### config.mk
export PLATFORM = sky130hd
export DESIGN_NAME = windowed_motion_detector
export DESIGN_NICKNAME = d
export VERILOG_FILES = /design/src/hdl/wmd_pkg.sv /design/src/hdl/wmd_ctrl.sv /design/src/hdl/wmd_datapath.sv /design/src/hdl/windowed_motion_detector.sv
export SDC_FILE = /design/constraint.sdc
export NUM_CORES = 2
export LEC_CHECK = 0
export BUFFER_PORTS_ARGS = -buffer_cell sky130_fd_sc_hd__clkbuf_2
export CORE_UTILIZATION = 60
export CTS_CLUSTER_SIZE = 24
export DETAILED_ROUTE_END_ITERATION = 6
export HOLD_SLACK_MARGIN = 0.06
export PLACE_DENSITY = 0.86
export SYNTH_ARGS = -nofsm -noshare
export SYNTH_HDL_FRONTEND = slang
export SYNTH_SLANG_ARGS = --single-unit
### constraint.sdc
create_clock -name clock -period 8.6 [get_ports clock]
set_input_delay 1.72 -clock clock [delete_from_list [all_inputs] [get_ports clock]]
set_output_delay 1.72 -clock clock [all_outputs]
set_load 0.05 [all_outputs]
### src/hdl/wmd_pkg.sv
// shared types and constants for the windowed motion detector
`default_nettype none

package wmd_pkg;

   // input beat: one three-axis sample
   typedef struct packed {
      logic signed [15:0] accel_x;
      logic signed [15:0] accel_y;
      logic signed [15:0] accel_z;
   } req_type;

   // output beat: window decision
   typedef struct packed {
      logic motion_detected;
      logic window_done;
   } rsp_type;

   // register indexes and widths
   localparam int CSR_WIDTH = 16;
   localparam logic CSR_THRESHOLD = 1'b0;
   localparam logic CSR_WINDOW    = 1'b1;
   localparam logic [15:0] THRESHOLD_RESET = 16'd8192;
   localparam logic [7:0]  WINDOW_RESET    = 8'd16;

   // operand select of the shared multiplier
   typedef enum logic [1:0] {
      MUL_X,
      MUL_Y,
      MUL_Z,
      MUL_THR
   } mul_sel_type;

   // controller to datapath
   typedef struct packed {
      logic        capture;
      logic        mul_en;
      mul_sel_type mul_sel;
      logic        acc_load;
      logic        acc_add;
      logic        root_init;
      logic        root_step;
      logic        update;
      logic        finish;
   } cmd_type;

   // datapath to controller
   typedef struct packed {
      logic root_last;
   } sts_type;

   // magnitude of a signed 16-bit value, 17 bits so that -32768 fits
   function automatic logic [16:0] abs17(input logic signed [15:0] v);
      logic [16:0] ext;
      ext = {v[15], v};
      return v[15] ? (~ext + 17'd1) : ext;
   endfunction

endpackage

`default_nettype wire

### src/hdl/wmd_ctrl.sv
// sequencing state machine of the motion detector
`default_nettype none

module wmd_ctrl (
   input  wire logic            clock,
   input  wire logic            reset,
   input  wire logic            req_valid,
   output logic                 req_ready,
   output logic                 rsp_valid,
   input  wire logic            rsp_ready,
   output wmd_pkg::cmd_type     cmd,
   input  wire wmd_pkg::sts_type sts
);

   typedef enum logic [2:0] {
      S_IDLE,
      S_MULX,
      S_MULY,
      S_MULZ,
      S_ADD,
      S_ROOT,
      S_UPD,
      S_FIN
   } state_type;

   state_type state_ff, state_in;
   logic      rsp_valid_ff, rsp_valid_in;

   // commands and next state
   always_comb begin
      cmd          = '0;
      cmd.mul_sel  = wmd_pkg::MUL_X;
      state_in     = state_ff;
      case (state_ff)
         S_IDLE: begin
            cmd.capture = req_valid;
            if (req_valid) state_in = S_MULX;
         end
         S_MULX: begin
            cmd.mul_en  = 1'b1;
            cmd.mul_sel = wmd_pkg::MUL_X;
            state_in    = S_MULY;
         end
         S_MULY: begin
            cmd.mul_en   = 1'b1;
            cmd.mul_sel  = wmd_pkg::MUL_Y;
            cmd.acc_load = 1'b1;
            state_in     = S_MULZ;
         end
         S_MULZ: begin
            cmd.mul_en  = 1'b1;
            cmd.mul_sel = wmd_pkg::MUL_Z;
            cmd.acc_add = 1'b1;
            state_in    = S_ADD;
         end
         S_ADD: begin
            cmd.root_init = 1'b1;
            state_in      = S_ROOT;
         end
         S_ROOT: begin
            cmd.root_step = 1'b1;
            if (sts.root_last) state_in = S_UPD;
         end
         S_UPD: begin
            cmd.update  = 1'b1;
            cmd.mul_en  = 1'b1;
            cmd.mul_sel = wmd_pkg::MUL_THR;
            state_in    = S_FIN;
         end
         S_FIN: begin
            // wait for the output slot to free up
            cmd.finish = !rsp_valid_ff || rsp_ready;
            if (cmd.finish) state_in = S_IDLE;
         end
         default: begin
            state_in = S_IDLE;
         end
      endcase
   end

   // output beat holding register
   always_comb begin
      if (cmd.finish) begin
         rsp_valid_in = 1'b1;
      end else if (rsp_ready) begin
         rsp_valid_in = 1'b0;
      end else begin
         rsp_valid_in = rsp_valid_ff;
      end
   end

   always_ff @(posedge clock) begin
      if (reset) begin
         state_ff     <= S_IDLE;
         rsp_valid_ff <= 1'b0;
      end else begin
         state_ff     <= state_in;
         rsp_valid_ff <= rsp_valid_in;
      end
   end

   assign req_ready = (state_ff == S_IDLE);
   assign rsp_valid = rsp_valid_ff;

`ifndef ASSERT_OFF
   // an accepted beat makes the block busy
   a_busy_after_accept: assert property (@(posedge clock) disable iff (reset)
      req_valid && req_ready |=> !req_ready)
      else $error("input accepted while busy");

   // a result is only written into a free output slot
   a_slot_free: assert property (@(posedge clock) disable iff (reset)
      cmd.finish |-> (!rsp_valid_ff || rsp_ready))
      else $error("output beat overwritten");

   // the root iteration runs until its last step
   a_root_runs: assert property (@(posedge clock) disable iff (reset)
      cmd.root_step && !sts.root_last |=> cmd.root_step)
      else $error("root iteration cut short");
`endif

endmodule

`default_nettype wire

### src/hdl/wmd_datapath.sv
// squares, square root, window sum and decision registers
`default_nettype none

module wmd_datapath (
   input  wire logic                              clock,
   input  wire logic                              reset,
   input  wire wmd_pkg::req_type                  req_data,
   input  wire wmd_pkg::cmd_type                  cmd,
   output wmd_pkg::sts_type                       sts,
   input  wire logic                              csr_we,
   input  wire logic                              csr_index,
   input  wire logic [wmd_pkg::CSR_WIDTH-1:0]     csr_wdata,
   output wmd_pkg::rsp_type                       rsp_data
);

   logic [16:0] ax_ff, ay_ff, az_ff;
   logic [31:0] prod_ff, acc_ff;
   logic [31:0] rem_ff, rem_in;
   logic [31:0] root_ff, root_in;
   logic [31:0] probe_ff, probe_in;
   logic [15:0] prev_ff;
   logic [23:0] sum_ff, sum_in;
   logic [7:0]  count_ff, count_in;
   logic [15:0] thr_ff;
   logic [7:0]  wl_ff;
   wmd_pkg::rsp_type rsp_ff;

   logic [16:0] mul_a, mul_b;
   logic [33:0] mul_full;
   logic [31:0] trial;
   logic [15:0] mag, delta;
   logic [24:0] sum_wide;
   logic [26:0] lhs, rhs;
   logic        close;

   // shared multiplier operand select
   always_comb begin
      case (cmd.mul_sel)
         wmd_pkg::MUL_X: begin
            mul_a = ax_ff;
            mul_b = ax_ff;
         end
         wmd_pkg::MUL_Y: begin
            mul_a = ay_ff;
            mul_b = ay_ff;
         end
         wmd_pkg::MUL_Z: begin
            mul_a = az_ff;
            mul_b = az_ff;
         end
         wmd_pkg::MUL_THR: begin
            mul_a = {1'b0, thr_ff};
            mul_b = {9'b0, wl_ff};
         end
         default: begin
            mul_a = '0;
            mul_b = '0;
         end
      endcase
   end
   assign mul_full = mul_a * mul_b;

   // one bit of the root per step
   assign trial = root_ff + probe_ff;
   always_comb begin
      rem_in   = rem_ff;
      root_in  = root_ff;
      probe_in = probe_ff;
      if (cmd.root_init) begin
         rem_in   = acc_ff + prod_ff;
         root_in  = '0;
         probe_in = 32'h4000_0000;
      end else if (cmd.root_step) begin
         if (rem_ff >= trial) begin
            rem_in  = rem_ff - trial;
            root_in = (root_ff >> 1) + probe_ff;
         end else begin
            root_in = root_ff >> 1;
         end
         probe_in = probe_ff >> 2;
      end
   end
   assign sts.root_last = probe_ff[0];

   // change from the last magnitude, saturating window sum
   assign mag      = root_ff[15:0];
   assign delta    = (mag >= prev_ff) ? (mag - prev_ff) : (prev_ff - mag);
   assign sum_wide = {1'b0, sum_ff} + {9'b0, delta};

   // window decision: 5*sum > 4*threshold*window
   assign close = (count_ff >= wl_ff);
   assign lhs   = {3'b0, sum_ff} + {1'b0, sum_ff, 2'b0};
   assign rhs   = {1'b0, prod_ff[23:0], 2'b0};

   always_comb begin
      sum_in   = sum_ff;
      count_in = count_ff;
      if (cmd.update) begin
         sum_in   = sum_wide[24] ? 24'hFF_FFFF : sum_wide[23:0];
         count_in = count_ff + 8'd1;
      end else if (cmd.finish && close) begin
         sum_in   = '0;
         count_in = '0;
      end
   end

   // payload registers
   always_ff @(posedge clock) begin
      if (cmd.capture) begin
         ax_ff <= wmd_pkg::abs17(req_data.accel_x);
         ay_ff <= wmd_pkg::abs17(req_data.accel_y);
         az_ff <= wmd_pkg::abs17(req_data.accel_z);
      end
      if (cmd.mul_en) prod_ff <= mul_full[31:0];
      if (cmd.acc_load) begin
         acc_ff <= prod_ff;
      end else if (cmd.acc_add) begin
         acc_ff <= acc_ff + prod_ff;
      end
      rem_ff   <= rem_in;
      root_ff  <= root_in;
      probe_ff <= probe_in;
      if (cmd.finish) begin
         rsp_ff.window_done     <= close;
         rsp_ff.motion_detected <= close && (lhs > rhs);
      end
   end

   // window state and registers
   always_ff @(posedge clock) begin
      if (reset) begin
         prev_ff  <= '0;
         sum_ff   <= '0;
         count_ff <= '0;
         thr_ff   <= wmd_pkg::THRESHOLD_RESET;
         wl_ff    <= wmd_pkg::WINDOW_RESET;
      end else begin
         if (cmd.update) prev_ff <= mag;
         sum_ff   <= sum_in;
         count_ff <= count_in;
         if (csr_we && csr_index == wmd_pkg::CSR_THRESHOLD) thr_ff <= csr_wdata;
         if (csr_we && csr_index == wmd_pkg::CSR_WINDOW)    wl_ff  <= csr_wdata[7:0];
      end
   end

   assign rsp_data = rsp_ff;

`ifndef ASSERT_OFF
   // a closed window leaves an empty sum and count
   a_window_clear: assert property (@(posedge clock) disable iff (reset)
      cmd.finish && close |=> (sum_ff == '0) && (count_ff == '0))
      else $error("window not cleared");

   // motion is only reported on a closed window
   a_motion_done: assert property (@(posedge clock) disable iff (reset)
      cmd.finish |=> (!rsp_ff.motion_detected || rsp_ff.window_done))
      else $error("motion without window end");

   // the probe bit stays one-hot while the root runs
   a_probe_onehot: assert property (@(posedge clock) disable iff (reset)
      cmd.root_step |-> $onehot(probe_ff))
      else $error("root probe bit lost");
`endif

endmodule

`default_nettype wire

### src/hdl/windowed_motion_detector.sv
// a new sample is accepted only once the previous result is finished;
// each sample runs the 16-step square root and passes through the single
// shared multiplier for the three axis squares and threshold * window
// a finished result waits in the output register while the next sample runs
// reset (synchronous, active high) clears the window state and restores
// threshold 8192 and window length 16
`default_nettype none

module windowed_motion_detector (
   input  wire logic                          clock,
   input  wire logic                          reset,
   input  wire logic                          req_valid,
   output logic                               req_ready,
   input  wire wmd_pkg::req_type              req_data,
   output logic                               rsp_valid,
   input  wire logic                          rsp_ready,
   output wmd_pkg::rsp_type                   rsp_data,
   input  wire logic                          csr_we,
   input  wire logic                          csr_index,
   input  wire logic [wmd_pkg::CSR_WIDTH-1:0] csr_wdata
);

   wmd_pkg::cmd_type cmd;
   wmd_pkg::sts_type sts;

   // sequencer
   wmd_ctrl u_ctrl (
      .clock     (clock),
      .reset     (reset),
      .req_valid (req_valid),
      .req_ready (req_ready),
      .rsp_valid (rsp_valid),
      .rsp_ready (rsp_ready),
      .cmd       (cmd),
      .sts       (sts)
   );

   // arithmetic and window state
   wmd_datapath u_datapath (
      .clock     (clock),
      .reset     (reset),
      .req_data  (req_data),
      .cmd       (cmd),
      .sts       (sts),
      .csr_we    (csr_we),
      .csr_index (csr_index),
      .csr_wdata (csr_wdata),
      .rsp_data  (rsp_data)
   );

endmodule

`default_nettype wire

# [Word-level counts from Yosys, hierarchy flattened]
# Index checks and enable logic that the tools add are counted.
[word_totals] reg_bits=273 in_bits=70 output_inout_bits=4
[classes] add_sub_neg=12 multipliers=1 n_lt_le_gt_ge=4 n_eq_ne=13 n_mux=31 n_bitwise=4 n_reduce_logical=15
[ops] operator="two-way mux 32 bit" count=6
[ops] operator="one-hot mux 17 bit (4 select lines)" count=2
[ops] operator="two-way mux 24 bit" count=3
[ops] operator="adder 17 x 1 -> 17 bit (second input constant)" count=3
[ops] operator="inverter 17 bit" count=3
[ops] operator="two-way mux 15 bit" count=3
[ops] operator="adder 31 x 31 -> 32 bit" count=1
[ops] operator="adder 32 x 31 -> 32 bit" count=1
[ops] operator="adder 32 bit" count=1
[ops] operator="greater-or-equal comparator 32 bit" count=1
[ops] operator="multiplier 17 x 17 -> 32 bit" count=1
[ops] operator="subtractor 16 bit" count=2
[ops] operator="subtractor 32 bit" count=1
[ops] operator="adder 24 x 26 -> 27 bit" count=1
[ops] operator="greater-than comparator 27 x 26 -> 1 bit" count=1
[ops] operator="adder 24 x 16 -> 25 bit" count=1
[ops] operator="one-hot mux 3 bit (8 select lines)" count=1
[ops] operator="greater-or-equal comparator 16 bit" count=1
[ops] operator="two-way mux 16 bit" count=1
[ops] operator="two-way mux 8 bit" count=2
[ops] operator="== test 3 bit (second input constant)" count=4
[ops] operator="one-hot mux 3 bit (4 select lines)" count=1
[ops] operator="nonzero test 2 bit" count=5
[ops] operator="two-way mux 1 bit" count=9
[ops] operator="other kinds (17)" count=25

# [Depth between registers and ports, before layout]
[logic_depth] depth_word=6 mapped_depth=31

# [Hierarchy]
# Synthesis repeated with hierarchy kept, for this count alone.
[unflattened] cells_unflattened=3475 hier_area_um2=30038.8
[by_module_without_submodules] mod="wmd_datapath" instances=1 cells_each=3438 area_per_inst_um2=29743.5
[by_module_without_submodules] mod="wmd_ctrl" instances=1 cells_each=37 area_per_inst_um2=295.3

# [Least setup slack after synthesis]
# Ideal clock, no wire load.
[synth_path] path_type="reg2reg" startpoint="register u_ctrl.state_ff[0]" endpoint="register u_datapath.prod_ff[31] (data pin)" setup_time_ps=260 arrival_time_ps=7140 t_required_ps=8340 slack_ps=1200 path_stages_with_launch=28 path_buffers=2 synth_period_minus_slack_ps=7400 path_cell_list="dfxtp_1 buf_1 mux2i_1 o21ai_1 inv_1 nand2_1 clkbuf_1 nand2_1 fa_1 fa_1 fa_1 fa_1 inv_1 fa_1 inv_1 fa_1 inv_1 ha_1 a21o_1 a211oi_1 nor2_1 nor4_1 o21ai_1 a2111oi_0 nor2_1 a211o_1 a21oi_1 xnor2_1"
[synth_between] elab_chain_len=5 elab_cells_between_ends=12 classes_between="mul: 1; eq/ne: 7; mux: 3; reduce/logical: 1"
[synth_rtl] element="start: declaration" line="wmd_ctrl.sv:26" source="state_type state_ff, state_in;"
[synth_rtl] element="start signal: assignment" line="wmd_ctrl.sv:97" source="state_ff <= state_in;"
[synth_rtl] element="== test 3 bit (tied with other cells)" line="wmd_ctrl.sv:34" source="case (state_ff)"
[synth_rtl] element="one-hot mux 3 bit (4 select lines) *" line="wmd_ctrl.sv:34"
[synth_rtl] element="== test 2 bit (tied with other cells)" line="wmd_datapath.sv:38" source="case (cmd.mul_sel)"
[synth_rtl] element="one-hot mux 17 bit (4 select lines)" line="wmd_datapath.sv:38"
[synth_rtl] element="multiplier 17 x 17 -> 32 bit *" line="wmd_datapath.sv:61" source="assign mul_full = mul_a * mul_b;"
[synth_rtl] element="via u_datapath.mul_full[31]" line="wmd_datapath.sv:29" source="logic [33:0] mul_full;"
[synth_rtl] element="end signal: assignment" line="wmd_datapath.sv:114" source="if (cmd.mul_en) prod_ff <= mul_full[31:0];"
[synth_rtl] element="end: declaration" line="wmd_datapath.sv:17" source="logic [31:0] prod_ff, acc_ff;"
# The timed path passes the listed nets; every way through them passes the cells marked *.
# A chain may end at the register's enable or synchronous reset.

# [Worst setup path in the final report]
[layout_path] startpoint="register u_ctrl.state_ff[1]" endpoint="register u_datapath.prod_ff[31] (data pin)"
# Same word-level chain as after synthesis.

==> impl_metrics.toml <==
[setup_path]
crit_type = "flop to flop"
critPathTopFamily = "adder cells"
crit_path_frequent_cell = "fa_1"
cp_max_fo = 18
worstPathArrival_ps = 8380
cp_slowest_cell = "o21ai_1"
required_ps = 8970
end_kind = "flop"
cpPeakStageDelay_ps = 680
path_buf_inv = 4
start_kind = "flop"

[global_route]
grt_overflow = 0
antenna_found_initial = 0
grt_pass1_wl_um = 118000
grt_max_degree = 77
grt_pass1_vias = 23900
grt_usage_pct = 28.9

[finish]
antenna_cells = 0
most-common-layout-cells = "469 x nand2_1, 412 x inv_1, 299 x ha_1"
syn2layout_area_growth_pct = 7.32
fin_area_sq_um = 31300
layout_commonest_cell = "nand2_1"
fillers = 3831
final_nets = 4070
final_layout_size_suffix_gt1_share_pct = 6.09

[synthesis]
yosysWarnings = 0
synth_area_leaders = "fa_1 16%, edfxtp_1 15%, ha_1 13%"
ys_seq_area_share_pct = 23.8
synthFlopType = "edfxtp_1"
synth_area_per_cell_sq_um = 8.49
syn_area_sq_um = 29200
synthCells = 3435
ys_async_sr_fraction_pct = 0
ys_types = 80
synth-edff-count = 149
yosys.area.top_type_share_pct = 15.7
synth-seq-cells = 273
yosys.area.top_type = "fa_1"

[cts]
clk_latency_ps = 620
cts_resized = 0
cts_setup_buffers = 0
cts_num_sinks = 273
cts_tree = "built"
hold_buffers = 0
cts-root-buf = "clkbuf_16"
h-tree-depth = 1
cts_buffers = 31
clkTransAtPathRegs_ps = 70
cts_buffer_depth = 3

[route]
wl_per_cell_um = 17.5
first_iter_violations = 2053
finalWirelength_um = 72000
vias = 24500
drc = 0
first_pass_iters = 6
antenna_left = 0
drt-vias-per-instance = 5.97

[job]
maxCapViolations = 0

[floorplanning]
start_util_pct = 61.0
die_w_um = 223
die_h_um = 223
die_area_sq_um = 49500
ios = 74
core_area_sq_um = 47800
placementRows = 80

[placement]
placed_cell_area_sq_um = 30200
dp_hpwl_um = 55700
port_buffers = 73
place.gp.congestion = 0.988
dp_slack_ps = 676

[sta]
finalHoldViolations = 0
final.setup.worst_slack_ps = 590
fmax_mhz = 125
grt_setup_unrepaired = "no"
worstMarginPinSlew_ps = 1120
period_share_pct = 93.1
clock_skew_ps = 27.5
setup_tns_ps = 0
fin_crit_ps = 8010
slew_headroom_pct = 25.6
finalSetupViolCount = 0
maxSlewViolCount = 0

[hold_path]
hold_path_class = "flop to flop"

[run_status]
status = "complete, no violations"
worst reg2reg max path: stages (launching register included):
cell and delay [ps]:
dfxtp_1 650, nand2_1 350, o21ai_1 680, inv_1 260, nand2_1 260, nand2_1 100
fa_1 490, fa_1 570, fa_1 450, fa_1 550, inv_1 50, fa_1 480
inv_1 50, fa_1 470, inv_1 40, ha_1 330, a21o_1 180, a211oi_1 230
nor2_1 80, nor4_1 170, o21ai_1 210, a2111oi_0 440, nor2_1 150, a211o_1 280
a21oi_1 180, xnor2_1 80
flip-flops by register name (all words and copies together) (netlist names), 2 cells and up:
signal and count:
u_datapath.prod_ff 32, u_ctrl.state_ff 3, u_datapath.root_ff 32, u_datapath.prev_ff 16
u_datapath.rem_ff 32, u_datapath.acc_ff 32, u_datapath.sum_ff 24, u_datapath.rsp_data 2
u_datapath.count_ff 8, u_datapath.ay_ff 17, u_datapath.wl_ff 8, u_datapath.thr_ff 16
u_datapath.ax_ff 17, u_datapath.probe_ff 16, u_datapath.az_ff 17
cell usage after synthesis (9+ instances only):
| cell | n |
|---|---|
| nor2_1 | 256 |
| xnor2_1 | 139 |
| nand2_1 | 469 |
| fa_1 | 229 |
| o31ai_1 | 18 |
| mux2i_1 | 22 |
| edfxtp_1 | 149 |
| a211oi_1 | 25 |
| inv_1 | 412 |
| o21ai_1 | 27 |
| and2_1 | 13 |
| nand4_1 | 27 |
| o22ai_1 | 20 |
| dfxtp_1 | 124 |
| mux2_2 | 9 |
| a21o_1 | 87 |
| xor2_1 | 82 |
| and3_1 | 23 |
| clkbuf_1 | 99 |
| a31oi_1 | 45 |
| a211o_1 | 13 |
| o21a_1 | 41 |
| nor3_1 | 48 |
| o21ai_0 | 216 |
| ha_1 | 299 |
| o41ai_1 | 10 |
| a21oi_1 | 260 |
| o21bai_1 | 21 |
| nand3_1 | 44 |
| nand2b_1 | 36 |
| nor2b_1 | 23 |
stage by stage:
stage | hold WS (ps) | util (%) | instances
detailed placement | 445 | 63.1 | 4054
global route | 472 | 65.4 | 4112
CTS | 454 | 65.4 | 4112
global placement | 442 | 63.1 | 4054
floorplan | 432 | - | 3437
finish | 454 | 65.4 | 4112
routing by layer:
layer | global-route usage (%) | up-vias | wire (um)
met2 | 49.8 | 1044 | 34300
met5 | 0 | - | 0
met4 | 10.8 | 0 | 2820
met1 | 37.0 | 11500 | 29800
li1 | - | 11800 | -
met3 | 3.87 | 191 | 5100
cell families after synthesis:
kind of cell    Yosys count  synth area share, %
buf+inv                 531                 6.96
xor+xnor                221                 6.63
fa+ha+maj               528                 28.5
simple gates            994                 15.0
mux                      31                 1.10
flops                   273                 23.8
compound gates          856                 17.9
other cells               1               0.0129
layout make-up:
cell class / count / area (sq um) / area share, %
clock inverters: 22 / 294 / 0.939
flip-flops and latches: 273 / 6960 / 22.2
repair buffers: 118 / 703 / 2.25
clock buffers: 36 / 805 / 2.57
well taps: 615 / 769 / 2.46
inverters: 415 / 1560 / 4.98
multi-input cells: 2633 / 20200 / 64.6
path summary, 6_finish.rpt:
kind	start	to	slack [ps]	cells after the start
worst max register to register	u_ctrl.state_ff[1]	u_datapath.prod_ff[31]	590	25
worst min-delay path	u_datapath.thr_ff[2]	u_datapath.thr_ff[2]	450	2
worst max-delay path	u_ctrl.state_ff[1]	u_datapath.prod_ff[31]	590	25
worst min register to register	u_datapath.thr_ff[2]	u_datapath.thr_ff[2]	450	2
Power is left out: the tool's default activity adds up to more than one toggle a clock period on the data nets, which glitch-free logic cannot reach.
